## src/hdl/ctg_pkg.sv

```systemverilog
// Shared constants, types and helpers for the circular trajectory generator.
package ctg_pkg;

    localparam int CFG_INDEX_W = 3;
    localparam int CFG_DATA_W  = 32;

    typedef enum logic [CFG_INDEX_W-1:0] {
        CFG_CENTER_X     = 3'd0,
        CFG_CENTER_Y     = 3'd1,
        CFG_RADIUS       = 3'd2,
        CFG_ANGULAR_RATE = 3'd3,
        CFG_PHASE_OFFSET = 3'd4
    } cfg_reg_t;

    // two pi in Q.38 and derived residues
    localparam logic [40:0] TWO_PI_Q38 = 41'h1921FB54443;
    localparam logic [40:0] POW64_MOD  =
        41'(65'h1_0000_0000_0000_0000 % 65'(TWO_PI_Q38));

    // phase reduction: restoring steps of MOD_STEP_W bits over the low word bits
    localparam int MOD_STEP_W = 2;
    localparam int MOD_RADIX  = 1 << MOD_STEP_W;
    localparam int MOD_LOW_W  = 24;
    localparam int MOD_STEPS  = MOD_LOW_W / MOD_STEP_W;
    localparam int MOD_REM_W  = 41;
    localparam int MOD_VAL_W  = MOD_REM_W + MOD_STEP_W;
    localparam logic [MOD_VAL_W-1:0] MOD_MULT [MOD_RADIX] = '{
        MOD_VAL_W'(0),
        MOD_VAL_W'(TWO_PI_Q38),
        MOD_VAL_W'(TWO_PI_Q38) * MOD_VAL_W'(2),
        MOD_VAL_W'(TWO_PI_Q38) * MOD_VAL_W'(3)
    };

    localparam logic [31:0]        TWO_PI_Q29  = 32'd3373259426;
    localparam logic signed [31:0] PI_Q29      = 32'sd1686629713;
    localparam logic signed [31:0] HALF_PI_Q29 = 32'sd843314857;

    localparam logic signed [31:0] CORDIC_GAIN = 32'sh26DD3B6A;
    localparam int ATAN_ENTRIES = 30;
    localparam logic [31:0] ATAN_Q30 [ATAN_ENTRIES] = '{
        32'h3243F6A8, 32'h1DAC6705, 32'h0FADBAFC, 32'h07F56EA6, 32'h03FEAB76,
        32'h01FFD55B, 32'h00FFFAAA, 32'h007FFF55, 32'h003FFFEA, 32'h001FFFFD,
        32'h000FFFFF, 32'h0007FFFF, 32'h0003FFFF, 32'h0001FFFF, 32'h0000FFFF,
        32'h00007FFF, 32'h00003FFF, 32'h00001FFF, 32'h00000FFF, 32'h000007FF,
        32'h000003FF, 32'h000001FF, 32'h000000FF, 32'h0000007F, 32'h0000003F,
        32'h0000001F, 32'h0000000F, 32'h00000008, 32'h00000004, 32'h00000002
    };

    localparam int SAT_IN_W = 42;

    function automatic logic signed [31:0] sat32(input logic signed [SAT_IN_W-1:0] v);
        if (v > SAT_IN_W'(64'sd2147483647))
        begin
            return 32'sh7FFFFFFF;
        end
        else if (v < -SAT_IN_W'(64'sd2147483648))
        begin
            return 32'sh80000000;
        end
        else
        begin
            return v[31:0];
        end
    endfunction

endpackage

```

## src/hdl/ctg_phase.sv

```systemverilog
// Phase pipeline: rate times time, offset, reduction modulo two pi, wrap to +-pi.
module ctg_phase (
    input  logic               clk,
    input  logic               rst_n,
    input  logic               en,
    input  logic               in_vld,
    input  logic [31:0]        elapsed_time,
    input  logic signed [31:0] angular_rate,
    input  logic signed [31:0] phase_offset,
    output logic               out_vld,
    output logic signed [31:0] heading
);

    localparam int STEPS  = ctg_pkg::MOD_STEPS;
    localparam int STEP_W = ctg_pkg::MOD_STEP_W;
    localparam int LOW_W  = ctg_pkg::MOD_LOW_W;
    localparam int REM_W  = ctg_pkg::MOD_REM_W;
    localparam int VAL_W  = ctg_pkg::MOD_VAL_W;
    localparam int LAT    = STEPS + 4;

    logic [LAT-1:0]     vld_reg;
    logic signed [63:0] prod_reg;
    logic signed [64:0] sum_reg;
    logic [REM_W-1:0]   rem_reg [STEPS];
    logic [LOW_W-1:0]   low_reg [STEPS-1];
    logic               sgn_reg [STEPS];
    logic [REM_W-1:0]   ph_reg;
    logic [REM_W-1:0]   ph_next;
    logic [REM_W:0]     ph_dif;
    logic [REM_W-1:0]   ph_wrap;
    logic [REM_W:0]     ph_rnd;
    logic [32:0]        ang_u;
    logic signed [31:0] heading_reg;

    always_ff @(posedge clk or negedge rst_n)
    begin
        if (!rst_n)
        begin
            vld_reg <= '0;
        end
        else if (en)
        begin
            vld_reg <= {vld_reg[LAT-2:0], in_vld};
        end
    end

    always_ff @(posedge clk)
    begin
        if (en)
        begin
            prod_reg <= angular_rate * $signed({1'b0, elapsed_time});
            sum_reg  <= 65'(prod_reg) + (65'(phase_offset) <<< 9);
        end
    end

    // low word reduced a few bits per stage; the sign weight is folded in afterwards
    for (genvar k = 0; k < STEPS; k++)
    begin : g_mod
        logic [REM_W-1:0]  rem_in;
        logic [LOW_W-1:0]  low_in;
        logic              sgn_in;
        logic [VAL_W-1:0]  val;
        logic [STEP_W-1:0] sel;

        if (k == 0)
        begin : g_head
            assign rem_in = REM_W'(sum_reg[63:LOW_W]);
            assign low_in = sum_reg[LOW_W-1:0];
            assign sgn_in = sum_reg[64];
        end
        else
        begin : g_body
            assign rem_in = rem_reg[k-1];
            assign low_in = low_reg[k-1];
            assign sgn_in = sgn_reg[k-1];
        end

        assign val = {rem_in, low_in[LOW_W-1 -: STEP_W]};

        always_comb
        begin
            sel = '0;
            for (int m = 1; m < ctg_pkg::MOD_RADIX; m++)
            begin
                if (val >= ctg_pkg::MOD_MULT[m])
                begin
                    sel = STEP_W'(m);
                end
            end
        end

        always_ff @(posedge clk)
        begin
            if (en)
            begin
                rem_reg[k] <= REM_W'(val - ctg_pkg::MOD_MULT[sel]);
                sgn_reg[k] <= sgn_in;
            end
        end

        if (k < STEPS - 1)
        begin : g_low
            always_ff @(posedge clk)
            begin
                if (en)
                begin
                    low_reg[k] <= low_in << STEP_W;
                end
            end
        end
    end

    // negative input: subtract 2^64 mod 2pi, then bring back into [0, 2pi)
    always_comb
    begin
        ph_dif  = (REM_W+1)'(rem_reg[STEPS-1]) - (REM_W+1)'(ctg_pkg::POW64_MOD);
        ph_wrap = REM_W'(ph_dif + (REM_W+1)'(ctg_pkg::TWO_PI_Q38));
        if (!sgn_reg[STEPS-1])
        begin
            ph_next = rem_reg[STEPS-1];
        end
        else if (ph_dif[REM_W])
        begin
            ph_next = ph_wrap;
        end
        else
        begin
            ph_next = ph_dif[REM_W-1:0];
        end
    end

    assign ph_rnd = (REM_W+1)'(ph_reg) + (REM_W+1)'(256);
    assign ang_u  = 33'(ph_rnd >> 9);

    always_ff @(posedge clk)
    begin
        if (en)
        begin
            ph_reg <= ph_next;
            if (ang_u > 33'(ctg_pkg::PI_Q29))
            begin
                heading_reg <= 32'(ang_u - 33'(ctg_pkg::TWO_PI_Q29));
            end
            else
            begin
                heading_reg <= 32'(ang_u);
            end
        end
    end

    assign out_vld = vld_reg[LAT-1];
    assign heading = heading_reg;

endmodule

```

## config.mk

```make
export PLATFORM = sky130hd
export DESIGN_NAME = ctg_phase
export DESIGN_NICKNAME = d
export VERILOG_FILES = /design/src/hdl/ctg_pkg.sv /design/src/hdl/ctg_phase.sv
export SDC_FILE = /design/constraint.sdc
export NUM_CORES = 2
export LEC_CHECK = 0
export BUFFER_PORTS_ARGS = -buffer_cell sky130_fd_sc_hd__buf_2
export CAP_MARGIN = 20
export CORE_UTILIZATION = 65
export DETAILED_ROUTE_END_ITERATION = 6
export PLACE_DENSITY = 0.82
export SYNTH_ARGS = -nofsm -noshare
export SYNTH_HDL_FRONTEND = slang
export SYNTH_SLANG_ARGS = --single-unit
```

## constraint.sdc

```tcl
create_clock -name clk -period 17.6 [get_ports clk]
set_input_delay 1.76 -clock clk [delete_from_list [all_inputs] [get_ports clk]]
set_output_delay 1.76 -clock clk [all_outputs]
set_load 0.02 [all_outputs]
```

After elaboration in Yosys (flattened, before gate mapping)
Memory sizes are Yosys's and may differ from the RTL's.
Cells that the tools add are included.

storage, ports and cells
  flip-flop bits (word level) = 218
  bits in writable memories = 746
  input port bits = 100
  output and inout bits = 33
  word-level logic and storage cells = 164
  memories kept = 3

operators by class
  $add $sub $neg = 17
  $mul = 1
  $lt $le $gt $ge = 49
  multiplexer cells = 77
  bitwise operators = 12

memories
  name     depth  bits a word  read ports  clocked after Yosys merged registers in  write ports  RTL line         source
  rem_reg  12     41           12          0                                        12           ctg_phase.sv:24  logic [REM_W-1:0] rem_reg [STEPS];
  low_reg  11     22           11          0                                        11           ctg_phase.sv:25  logic [LOW_W-1:0] low_reg [STEPS-1];
  sgn_reg  12     1            12          0                                        12           ctg_phase.sv:26  logic sgn_reg [STEPS];

operator list
  operator                                                             count
  two-way mux 41 bit                                                   26
  binary-select mux 43 bit (select 2 bit)                              12
  subtractor 41 bit                                                    12
  greater-or-equal comparator 43 x 41 -> 1 bit, second input constant  11
  greater-or-equal comparator 43 x 42 -> 1 bit, second input constant  11
  greater-or-equal comparator 43 bit, second input constant            11
  adder 64 x 41 -> 65 bit                                              1
  multiplier 32 x 33 -> 64 bit                                         1
  two-way mux 2 bit                                                    24
  greater-or-equal comparator 42 x 43 -> 1 bit, second input constant  1
  adder 41 x 9 -> 42 bit, second input constant                        1
  greater-or-equal comparator 42 x 41 -> 1 bit, second input constant  1
  greater-or-equal comparator 42 bit, second input constant            1
  subtractor 41 x 40 -> 42 bit, second input constant                  1
  adder 41 bit, second input constant                                  1
  greater-or-equal comparator 3 bit, second input constant             12
  inverter 2 -> 3 bit                                                  12
  > comparator 33 x 31 -> 1 bit, second input constant                 1
  two-way mux 32 bit                                                   1
  subtractor 32 bit, second input constant                             1
  two-way mux 1 bit                                                    14

Longest topological paths before layout
An unclocked memory read counts as a cell.

  depth in word-level cells = 10
  mapped depth = 31
  depth with buffers taken out = 29

Worst setup path after synthesis
OpenSTA, ideal clock, no wires.

  path kind = in2reg
  start = in angular_rate[31]
  end = reg prod_reg[63] (data pin)
  setup time = 264 ps
  data arrival time = 9,062 ps
  path slack = 8,275 ps
  cell stages on the path = 26
  path buffers = 2
  path through = clkinv_1 clkbuf_1 nor2_1 fa_1 fa_1 fa_1 fa_1 fa_1 fa_1 fa_1 inv_1 fa_1 inv_1 ha_1 clkbuf_1 and3_1 nand4_1 nor4_1 nand3_1 o211ai_1 a31oi_1 o21ai_1 a41o_1 a21oi_1 a211oi_1 xnor2_1

on the way
  cells in the longest elaborated chain, start to end = 1

RTL lines
  what                          RTL line         source
  start: declaration            ctg_phase.sv:8   input logic signed [31:0] angular_rate,
  multiplier 32 x 33 -> 64 bit  ctg_phase.sv:51  prod_reg <= angular_rate * $signed({1'b0, elapsed_time});
  end signal: assignment        ctg_phase.sv:51
  end: declaration              ctg_phase.sv:22  logic signed [63:0] prod_reg;

Every way passes these cells.
A chain may end at the register's enable or synchronous reset.

Worst setup path in the final report
Same ends and word-level chain as after synthesis.

==> flow_summary_export.csv <==
group,metric,value,unit
hold_path,hold_path_class,"reg2reg",
routing,dr.pass1.iters,7,
sta,rsz0062_at_grt,"no",
routing,drt-total-wl,239,mm
placed_design,post-place-ws,6.67,ns
cts,root_buffer,"clkbuf_16",
finish,fin_cells,11600,
finish,drive_gt1_frac,0.0478,
floorplan,initial_core_util,0.656,
job,drv_cap,0,
routing,ant_nets,0,
routing,num_vias,71900,
logic_synthesis,post-synth-top-area-fraction,0.268,
global_route,busiest_layer,"met2",
global_route,grt_max_degree,126,
global_route,grt-ovfl-total,0,
logic_synthesis,synth-seq-area-share,0.272,
global_route,grtUsageMet1,0.415,
sta,setup_viol,0,
global_route,grt_util_met2,0.553,
logic_synthesis,syn_avg_cell_area,9.63,sq um
sta,finClkSkew,0.0577,ns
global_route,grt_use_total,0.332,
critical_path,critical_path_arrival,10.77,ns
placed_design,placement.io_buffers,132,
logic_synthesis,synth_edf_count,830,
sta,setup_slack,7.24,ns
cts,holdBufCountCts,0,
sta,period_share,0.589,
logic_synthesis,synth_seq_cells,846,
routing,drt-initial-drc-count,5457,
placed_design,post-place-cells,11400,
sta,drv_slew,0,
critical_path,cpMostUsedCell,"fa_1",
critical_path,crit_path_end_kind,"register",
logic_synthesis,synth_warnings,0,
cts,clkSinkCount,846,
logic_synthesis,ys_types,132,
cts,path_clk_slew,0.06,ns
global_route,use_met3,0.0509,
hold_path,whs_path_depth,0,
cts,cts_tree,"built",
critical_path,worstSetupPathType,"in2reg",
global_route,grt_pass1_wl,386,mm
cts,htreeDepth,3,
global_route,grt_pass1_vias,73200,
critical_path,start_kind,"primary input",
critical_path,r2r_slack,10.20,ns
hold_path,min_to,"sgn_reg[0][2]",
sta,maxSlewHeadroom,0.230,
critical_path,critPathTopFamily,"adder cells",
critical_path,slowest_delay,0.80,ns
cts,post_cts_buffers,0,
cts,cts_buffer_depth,3,
critical_path,cp_slowest_cell,"clkinv_1",
placed_design,gp_congestion,0.979,
critical_path,critPathMaxFanout,19,
logic_synthesis,ys.flop_type,"edfxtp_1",
floorplan,chipWidth,381,microns
logic_synthesis,synth.area.top_cells,"edfxtp_1, fa_1, ha_1",
critical_path,worst-path-buf-inv,4,
routing,drt-wirelength-per-cell,20.6,microns
finish,area_growth,5.56,%
sta,fin_crit,10.36,ns
routing,viasPerCell,6.21,
finish,finalNetCount,11400,
routing,drc_errors,0,
hold_path,min-delay-start,"sgn_reg[0][1]",
logic_synthesis,yosysMostFrequentCell,"inv_1",
logic_synthesis,synthCells,9673,
cts,clk_latency,0.71,ns
outcome,status,"completed",
cts,cts_buffers,95,
logic_synthesis,synth_largest_area_cell,"edfxtp_1",
critical_path,r2r-end,"rem_reg[2][77]",
logic_synthesis,synthArstFlopShare,0.0189,
floorplan,fp.dieH,381,microns
floorplan,rows,138,
critical_path,rr_worst_depth,25,
finish,largest_reg_flops,492,
global_route,antenna_found_initial,9,
cts,cts_resized,0,
sta,worst_slew_pin_slew,1.16,ns
logic_synthesis,synthTopCellsByCount,"inv_1, fa_1, nand2_1",
sta,fmax,96.5,MHz
floorplan,coreArea,142000,sq um
floorplan,die_area,145000,sq um
critical_path,r2r-start,"rem_reg[2][2]",
sta,hold_violations,0,
floorplan,io_pins,133,
logic_synthesis,syn_area,93200,sq um
sta,timing.hold.ws,0.379,ns
sta,tns,0,ns
placed_design,hpwl,181,mm
critical_path,timing.critical_path.required,18.00,ns
per-layer routing:
metal  up-vias  part of all wire
li1      33100                 -
met1     35200              0.39
met2      2923              0.48
met3       745             0.068
met4         4             0.060
met5         -          0.000084
worst register-to-register path, cell delays in order (launching register included):
cell	delay (ns)
edfxtp_1	0.48
nor2_1	0.27
a31oi_1	0.12
o41ai_1	0.37
a21boi_0	0.16
o21ai_0	0.18
nand2b_1	0.08
a21oi_1	0.18
o21bai_1	0.12
a31oi_1	0.24
o21ai_0	0.27
o21ai_0	0.76
ha_1	0.32
inv_1	0.15
fa_1	0.46
a21o_1	0.21
a2111oi_1	0.68
o21ai_0	0.28
a21oi_1	0.27
o31ai_1	0.17
a31oi_1	0.41
o311ai_1	0.22
or2_1	0.26
a21o_1	0.22
a21boi_1	0.18
xnor2_1	0.09
cells in the final DEF (no fill, tap or decap), drive strengths merged, types with 245 or more instances in the layout:
cell type / netlist / routed
nand2: 870 / 870
inv: 1238 / 1248
edfxtp: 830 / 830
xor2: 245 / 245
a21oi: 492 / 492
o21ai: 385 / 385
xnor2: 375 / 375
ha: 753 / 753
fa: 910 / 910
a21o: 252 / 252
and2: 662 / 662
nor2: 477 / 477
cells by family after synthesis:
| kind of cell | synth area share |
|---|---|
| flip-flops | 0.272 |
| adder cells (fa/ha/maj) | 0.297 |
| XOR/XNOR | 0.0588 |
| AND/OR/NAND/NOR | 0.165 |
| buffers and inverters | 0.0638 |
| multiplexers | 0.00309 |
| AO/OA/AOI/OAI | 0.141 |
| other | 0.0000403 |
per-stage QoR:
stage	cell area [sq um]	util
3_3_place_gp	95100	0.670
3_5_place_dp	95100	0.670
2_1_floorplan	93200	-
5_1_grt	98300	0.693
6_report	98300	0.693
4_1_cts	98300	0.693
layout make-up:
class                      instances  area [sq um]
antenna                            3          7.51
clock buffer                     113          2550
clock inverter                    63           671
sequential                       846         25300
inverter                        1239          4650
timing repair buffer             159           873
fill                           10900         43600
multi-input combinational       7267         61900
tap                             1890          2360
how the worst max path moves through the flow:
stage               cells after the start      endpoint        startpoint
floorplan                              26  prod_reg[63]  angular_rate[31]
global placement                       25  prod_reg[63]  angular_rate[31]
detailed placement                     25  prod_reg[63]  angular_rate[31]
CTS                                    25  prod_reg[63]  angular_rate[31]
global route                           25  prod_reg[63]  angular_rate[31]
finish                                 25  prod_reg[63]  angular_rate[31]
Power is left out: the tool's default activity adds up to more than one toggle a clock period on the data nets, which glitch-free logic cannot reach.
