File: src/hdl/ctg_pkg.sv
// Shared constants, types and helpers for the circular trajectory generator.
package ctg_pkg;

    localparam int CFG_INDEX_W = 3;
    localparam int CFG_DATA_W  = 32;

    typedef enum logic [CFG_INDEX_W-1:0] {
        CFG_CENTER_X     = 3'd0,
        CFG_CENTER_Y     = 3'd1,
        CFG_RADIUS       = 3'd2,
        CFG_ANGULAR_RATE = 3'd3,
        CFG_PHASE_OFFSET = 3'd4
    } cfg_reg_t;

    // two pi in Q.38 and derived residues
    localparam logic [40:0] TWO_PI_Q38 = 41'h1921FB54443;
    localparam logic [40:0] POW64_MOD  =
        41'(65'h1_0000_0000_0000_0000 % 65'(TWO_PI_Q38));

    // phase reduction: restoring steps of MOD_STEP_W bits over the low word bits
    localparam int MOD_STEP_W = 2;
    localparam int MOD_RADIX  = 1 << MOD_STEP_W;
    localparam int MOD_LOW_W  = 24;
    localparam int MOD_STEPS  = MOD_LOW_W / MOD_STEP_W;
    localparam int MOD_REM_W  = 41;
    localparam int MOD_VAL_W  = MOD_REM_W + MOD_STEP_W;
    localparam logic [MOD_VAL_W-1:0] MOD_MULT [MOD_RADIX] = '{
        MOD_VAL_W'(0),
        MOD_VAL_W'(TWO_PI_Q38),
        MOD_VAL_W'(TWO_PI_Q38) * MOD_VAL_W'(2),
        MOD_VAL_W'(TWO_PI_Q38) * MOD_VAL_W'(3)
    };

    localparam logic [31:0]        TWO_PI_Q29  = 32'd3373259426;
    localparam logic signed [31:0] PI_Q29      = 32'sd1686629713;
    localparam logic signed [31:0] HALF_PI_Q29 = 32'sd843314857;

    localparam logic signed [31:0] CORDIC_GAIN = 32'sh26DD3B6A;
    localparam int ATAN_ENTRIES = 30;
    localparam logic [31:0] ATAN_Q30 [ATAN_ENTRIES] = '{
        32'h3243F6A8, 32'h1DAC6705, 32'h0FADBAFC, 32'h07F56EA6, 32'h03FEAB76,
        32'h01FFD55B, 32'h00FFFAAA, 32'h007FFF55, 32'h003FFFEA, 32'h001FFFFD,
        32'h000FFFFF, 32'h0007FFFF, 32'h0003FFFF, 32'h0001FFFF, 32'h0000FFFF,
        32'h00007FFF, 32'h00003FFF, 32'h00001FFF, 32'h00000FFF, 32'h000007FF,
        32'h000003FF, 32'h000001FF, 32'h000000FF, 32'h0000007F, 32'h0000003F,
        32'h0000001F, 32'h0000000F, 32'h00000008, 32'h00000004, 32'h00000002
    };

    localparam int SAT_IN_W = 42;

    function automatic logic signed [31:0] sat32(input logic signed [SAT_IN_W-1:0] v);
        if (v > SAT_IN_W'(64'sd2147483647))
        begin
            return 32'sh7FFFFFFF;
        end
        else if (v < -SAT_IN_W'(64'sd2147483648))
        begin
            return 32'sh80000000;
        end
        else
        begin
            return v[31:0];
        end
    endfunction

endpackage

File: src/hdl/ctg_cordic.sv
// Pipelined rotation-mode CORDIC with quadrant fold, one micro-rotation per stage.
module ctg_cordic #(
    parameter int STAGES = 16
) (
    input  logic               clk,
    input  logic               rst_n,
    input  logic               en,
    input  logic               in_vld,
    input  logic signed [31:0] angle,
    output logic               out_vld,
    output logic signed [31:0] angle_out,
    output logic signed [31:0] cos_out,
    output logic signed [31:0] sin_out
);

    localparam int N   = (STAGES < ctg_pkg::ATAN_ENTRIES) ? STAGES : ctg_pkg::ATAN_ENTRIES;
    localparam int LAT = N + 2;

    logic [LAT-1:0]     vld_reg;
    logic signed [31:0] ang_fold;
    logic               flip;
    logic signed [32:0] z0_reg;
    logic               fl_reg  [N+1];
    logic signed [31:0] ang_reg [N+1];
    logic signed [31:0] x_reg   [N];
    logic signed [31:0] y_reg   [N];
    logic signed [32:0] z_reg   [N-1];
    logic signed [31:0] cos_reg;
    logic signed [31:0] sin_reg;
    logic signed [31:0] ang_out_reg;

    always_ff @(posedge clk or negedge rst_n)
    begin
        if (!rst_n)
        begin
            vld_reg <= '0;
        end
        else if (en)
        begin
            vld_reg <= {vld_reg[LAT-2:0], in_vld};
        end
    end

    always_comb
    begin
        ang_fold = angle;
        flip     = 1'b0;
        if (angle > ctg_pkg::HALF_PI_Q29)
        begin
            ang_fold = angle - ctg_pkg::PI_Q29;
            flip     = 1'b1;
        end
        else if (angle < -ctg_pkg::HALF_PI_Q29)
        begin
            ang_fold = angle + ctg_pkg::PI_Q29;
            flip     = 1'b1;
        end
    end

    always_ff @(posedge clk)
    begin
        if (en)
        begin
            z0_reg     <= 33'(ang_fold) <<< 1;
            fl_reg[0]  <= flip;
            ang_reg[0] <= angle;
            for (int k = 1; k <= N; k++)
            begin
                fl_reg[k]  <= fl_reg[k-1];
                ang_reg[k] <= ang_reg[k-1];
            end
        end
    end

    for (genvar i = 0; i < N; i++)
    begin : g_stage
        logic signed [31:0] xs;
        logic signed [31:0] ys;
        logic signed [32:0] zs;
        logic signed [31:0] dx;
        logic signed [31:0] dy;
        logic signed [32:0] atn;

        if (i == 0)
        begin : g_first
            assign xs = ctg_pkg::CORDIC_GAIN;
            assign ys = '0;
            assign zs = z0_reg;
        end
        else
        begin : g_next
            assign xs = x_reg[i-1];
            assign ys = y_reg[i-1];
            assign zs = z_reg[i-1];
        end

        assign dx  = ys >>> i;
        assign dy  = xs >>> i;
        assign atn = $signed(33'(ctg_pkg::ATAN_Q30[i]));

        always_ff @(posedge clk)
        begin
            if (en)
            begin
                if (!zs[32])
                begin
                    x_reg[i] <= xs - dx;
                    y_reg[i] <= ys + dy;
                end
                else
                begin
                    x_reg[i] <= xs + dx;
                    y_reg[i] <= ys - dy;
                end
            end
        end

        if (i < N - 1)
        begin : g_z
            always_ff @(posedge clk)
            begin
                if (en)
                begin
                    z_reg[i] <= zs[32] ? zs + atn : zs - atn;
                end
            end
        end
    end

    always_ff @(posedge clk)
    begin
        if (en)
        begin
            cos_reg     <= fl_reg[N] ? -x_reg[N-1] : x_reg[N-1];
            sin_reg     <= fl_reg[N] ? -y_reg[N-1] : y_reg[N-1];
            ang_out_reg <= ang_reg[N];
        end
    end

    assign out_vld   = vld_reg[LAT-1];
    assign angle_out = ang_out_reg;
    assign cos_out   = cos_reg;
    assign sin_out   = sin_reg;

endmodule

File: config.mk
export PLATFORM = sky130hd
export DESIGN_NAME = ctg_cordic
export DESIGN_NICKNAME = d
export VERILOG_FILES = /design/src/hdl/ctg_pkg.sv /design/src/hdl/ctg_cordic.sv
export SDC_FILE = /design/constraint.sdc
export NUM_CORES = 2
export LEC_CHECK = 0
export BUFFER_PORTS_ARGS = -buffer_cell sky130_fd_sc_hd__buf_2
export CAP_MARGIN = 20
export CELL_PAD_IN_SITES_DETAIL_PLACEMENT = 1
export CELL_PAD_IN_SITES_GLOBAL_PLACEMENT = 1
export CORE_MARGIN = 8
export CORE_UTILIZATION = 42
export CTS_CLUSTER_SIZE = 8
export DETAILED_ROUTE_END_ITERATION = 8
export HOLD_SLACK_MARGIN = 0.12
export PLACE_DENSITY_LB_ADDON = 0.1
export SLEW_MARGIN = 20
export SYNTH_ARGS = -nofsm -noshare
export SYNTH_HDL_FRONTEND = slang
export SYNTH_SLANG_ARGS = --single-unit
File: constraint.sdc
create_clock -name clk -period 7.86 [get_ports clk]
set_clock_uncertainty 0.1 [all_clocks]
set_input_delay 0.393 -clock clk [delete_from_list [all_inputs] [get_ports clk]]
set_output_delay 0.393 -clock clk [all_outputs]
set_load 0.005 [all_outputs]
# Word level (Yosys, flattened, before mapping)
# Memories as Yosys holds them, arrays and structs flattened. A register that Yosys moved wholly into a read port is not among the register bits.
# Index checks and enable logic that the tools add are counted.
# totals
ff_bits,114
ramBits,2080
elab_cells,288
memories,5
input_bits,36
output_inout_bits,97
# classes
bitwise_logic,32
addsub,94
n_mux,151
order_cmp,2
# mem_list
memory,depth,width,read_ports,rd_ports_with_merged_regs,write_ports,line,text
ang_reg,17,32,17,1,17,ctg_cordic.sv:24,logic signed [31:0] ang_reg [N+1];
x_reg,16,32,16,0,16,ctg_cordic.sv:25,logic signed [31:0] x_reg [N];
y_reg,16,32,16,0,16,ctg_cordic.sv:26,logic signed [31:0] y_reg [N];
z_reg,15,33,15,0,15,ctg_cordic.sv:27,logic signed [32:0] z_reg [N-1];
fl_reg,17,1,17,0,17,ctg_cordic.sv:23,logic fl_reg [N+1];
# op_table
operator,n
32-bit two-way mux,36
33-bit two-way mux,15
1-bit two-way mux,100
32-bit by 17-bit adder with 32-bit output,2
32-bit by 18-bit adder with 32-bit output,2
32-bit by 19-bit adder with 32-bit output,2
32-bit by 20-bit adder with 32-bit output,2
32-bit by 21-bit adder with 32-bit output,2
32-bit by 22-bit adder with 32-bit output,2
32-bit by 23-bit adder with 32-bit output,2
32-bit by 24-bit adder with 32-bit output,2
32-bit by 25-bit adder with 32-bit output,2
32-bit by 26-bit adder with 32-bit output,2
32-bit by 27-bit adder with 32-bit output,2
32-bit by 28-bit adder with 32-bit output,2
32-bit by 29-bit adder with 32-bit output,2
32-bit by 30-bit adder with 32-bit output,2
32-bit by 31-bit adder with 32-bit output,2
32-bit negation,2
32-bit by 17-bit subtractor with 32-bit output,2
32-bit by 18-bit subtractor with 32-bit output,2
32-bit by 19-bit subtractor with 32-bit output,2
32-bit by 20-bit subtractor with 32-bit output,2
32-bit by 21-bit subtractor with 32-bit output,2
45 further kinds,86

# Depth between registers and ports, before layout
# An unclocked memory read counts as a cell.
# depth
word_depth,5
mapped_depth,21
depth_no_buf,20

# Least setup slack after synthesis
# OpenSTA, ideal clock, no wires.
# synth_path
path_kind,input port to flip-flop
startpoint,input en
endpoint,"memory x_reg[3][30], in the netlist x_reg[0][126], data pin"
n_path_buf,5
setup_ns,0.258
setup_slack_ns,2.633
required_ns,7.502
path_stages,19
arrival_ns,4.869
cell_sequence,clkbuf_1 > clkbuf_1 > clkbuf_1 > buf_1 > nand2_1 > clkbuf_1 > nand2_1 > o21ai_0 > fa_1 > a21o_1 > a2111oi_0 > o21ai_0 > a2111oi_0 > o31ai_1 > a31oi_1 > o211a_1 > o21bai_1 > a21oi_1 > xnor2_1
# synth_lines
item,line,text
"start, declared",ctg_cordic.sv:7,"input logic en,"
"end, declared",ctg_cordic.sv:25,

==> out/qor.csv <==
stage,metric,value,unit
outcome,status,completed,
die,Die ar.,362000,um^2
min_path,HP Class,flop to flop,
timing,crit share post-route,79.1,%
synth,sequential cell area fraction in the yosys report,43.5,%
timing,max frequency,161,MHz
die,Core Region,342000,um^2
synth,synthesized area per cell,10.5,um^2
global_route,vias in the first global route,111836,
synth,cells after synthesis,13705,
synth,count of cell types in the netlist,87,
detailed_routing,Routed WL per cell,22.1,um
final_layout,fraction of layout cells with a size suffix above 1,5.21,%
synth,Post-synth EDFFs,2075,
job,number of max-cap violations,0,
die,Top Ports,133,
clock_network,H-tree Lvls,5,
worst_setup_path,CP Data Required Time,8.42,ns
detailed_routing,DRT iter0 DRCs,5779,
placement,number of port buffers,132,
detailed_routing,Via density,5.74,
final_layout,Largest register FFs,544,
timing,Final Slew Violations,0,
detailed_routing,Pre-antenna DRT Iters,7,
final_layout,fin nets,15563,
clock_network,clk buf depth,4,
clock_network,Skew-Pair Late Insertion Delay,0.94,ns
worst_setup_path,Worst setup SP type,flop,
detailed_routing,DRT antenna net count,0,
detailed_routing,Routed Wire Length,412000,um
clock_network,clock transition at the registers of the reported paths,0.06,ns
timing,# setup viols final,0,
synth,Synth Register Bits,2093,
synth,Syn Std Cell Area,144000,um^2
timing,RSZ-0062 raised after global routing,no,
worst_setup_path,CP Class,flop to flop,
timing,total negative slack,0,ns
worst_setup_path,R2R cell count,16,
die,Die Width,602,um
global_route,global route total overflow,0,
detailed_routing,vias post-DR,107175,
synth,fraction of registers with async set/reset,0.860,%
synth,syn_nets,15242,
timing,Max-slew headroom,23.7,%
global_route,global-route usage over all layers,21.8,%
synth,synthesis warning total,0,
placement,Final Wtd Congestion,0.890,
placement,Post-DP HPWL,325000,um
final_layout,"Area growth, synth to finish",10.6,%
min_path,hold-critical path depth,0,
timing,Slew @ Worst Pin,1.13,ns
die,die height,602,um
worst_setup_path,critical path endpoint category,flop,
clock_network,number of buffers created by CTS,309,
die,Starting Density,42.1,%
timing,Tmin final,6.21,ns
clock_network,CTS root buffer,clkbuf_16,
clock_network,clock sinks,2093,
global_route,largest net degree at the start of global routing,163,
detailed_routing,drt drc,0,
die,FP Rows,215,
worst_setup_path,Worst Path Max Fanout,4,
clock_network,CTS tree,built,
timing,Final Hold Viols,0,
global_route,first-pass GRT wire length,641000,um
global_route,initial antenna violation count,9,
final_layout,fill cell count,37196,
synth,dominant synthesized flop cell,edfxtp_1,
worst_setup_path,flop2flop setup slack,1.65,ns
worst_setup_path,critical path arrival,6.78,ns
[through the flow]
stage | util [%] | hold slack [ns] | cell area (um^2) | worst slack [ns] | std cells
final | 46.6 | 0.285 | 159000 | 1.65 | 18672
after global routing | 46.6 | 0.232 | 159000 | 1.18 | 18670
after detailed placement | 43.9 | 0.236 | 150000 | 1.82 | 18235
after CTS | 46.6 | 0.178 | 159000 | 1.79 | 18668
after floorplan | - | -0.00259 | 144000 | 2.63 | 13705
after global placement | 43.9 | 0.227 | 150000 | 1.89 | 18234
[what timing repair did]
action                     in CTS  in global routing
hold endpoints to repair      145                  0
setup endpoints to repair       0                  0
gates resized for setup         0                  0
hold buffers                   37                  0
setup buffers                   0                  0
[cells in the final DEF, fill, tap and decap left out, types with 68 or more instances in the layout]
master,netlist,layout
a211oi_1,130,128
a21o_1,630,630
a21oi_1,1307,1307
a31oi_1,114,114
and2_1,80,80
and3_1,131,131
buf_2,2,131
buf_4,0,69
clkbuf_16,0,315
edfxtp_1,2075,2075
ha_1,1460,1460
inv_1,479,479
mux2i_1,68,68
nand2_1,828,827
nand2b_1,212,212
nand3_1,220,220
nand4_1,97,97
nor2_1,934,934
nor2b_1,164,164
nor3_1,311,311
nor4_1,82,80
o21a_1,189,189
o21ai_0,760,760
o21bai_1,159,159
o31ai_1,147,147
or3_1,113,113
xnor2_1,1236,1236
xor2_1,569,569
[cells by family (layout without fill, tap and decap cells)]
group | after synthesis | in the layout | synth area share, %
AO/OA/AOI/OAI | 4054 | 4054 | 17.9
XOR/XNOR | 1805 | 1805 | 11.0
adder cells (fa/ha/maj) | 1501 | 1501 | 13.2
buffers and inverters | 716 | 1122 | 1.87
flip-flops | 2093 | 2093 | 43.5
multiplexers | 126 | 126 | 0.925
other | 0 | 4 | 0
AND/OR/NAND/NOR | 3410 | 3410 | 11.5
[worst paths after layout]
check / startpoint / to
max in group asynchronous: rst_n / vld_reg[1]
min in group asynchronous: rst_n / vld_reg[12]
max reg2reg: y_reg[0][71] / x_reg[0][126]
min: ang_reg[13][0] / ang_reg[14][0]
min reg2reg: ang_reg[13][0] / ang_reg[14][0]
max: y_reg[0][71] / x_reg[0][126]
[synth_stat cells, drive strengths merged, types with 39 or more instances]
cell	n	area, um^2
a21o	630	4730
clkbuf	200	753
a211oi	130	976
o31a	40	350
nor4	82	513
ha	1460	18300
inv	480	1800
mux2	58	653
xor2	569	4980
fa	41	821
or2	49	307
o211ai	66	495
or4	52	398
a211o	42	368
a31oi	114	713
edfxtp	2075	62300
o21ai	766	3830
a21oi	1307	6540
o31ai	148	1120
nand4	97	607
or3	115	729
mux2i	68	681
and3	131	820
o41ai	66	586
and2	80	500
xnor2	1236	10800
nor3	311	1560
nor2b	164	1030
a21boi	53	398
nor2	934	3510
o21a	189	1420
nand2	828	3110
nand3	220	1100
a31o	39	342
nand2b	212	1330
o21bai	159	1190
[per-layer routing]
layer / track usage (%) / up-vias / share of wire, %
met5: 0 / - / 0.0032
met4: 6.07 / 2 / 2.9
met3: 2.01 / 611 / 2.7
met2: 39.5 / 1416 / 50
met1: 27.7 / 53246 / 45
li1: - / 51900 / -
[layout make-up]
cell class | instances | area [um^2] | share of cell area (%)
multi-input combinational | 10896 | 78700 | 49.4
sequential | 2093 | 62800 | 39.4
clock buffer | 353 | 8030 | 5.04
tap | 4557 | 5700 | 3.58
inverter | 482 | 1810 | 1.14
timing repair buffer | 244 | 1680 | 1.06
clock inverter | 43 | 652 | 0.409
antenna | 4 | 10.0 | 0.00628
[critical path: stages, from the launching register on]
cell       delay, ns
edfxtp_1        0.48
or4_1           0.62
nor4_1          0.29
nor3b_1         0.67
nand2_1         0.17
o31ai_1         0.30
xnor2_1         0.14
ha_1            0.35
nand4_1         0.18
a2111oi_0       0.86
a2111oi_0       0.36
o31ai_1         0.47
a31oi_1         0.24
o211a_1         0.29
o21bai_1        0.17
a21oi_1         0.11
xnor2_1         0.14
Power is left out: the tool's default activity adds up to more than one toggle a clock period on the data nets, which glitch-free logic cannot reach.
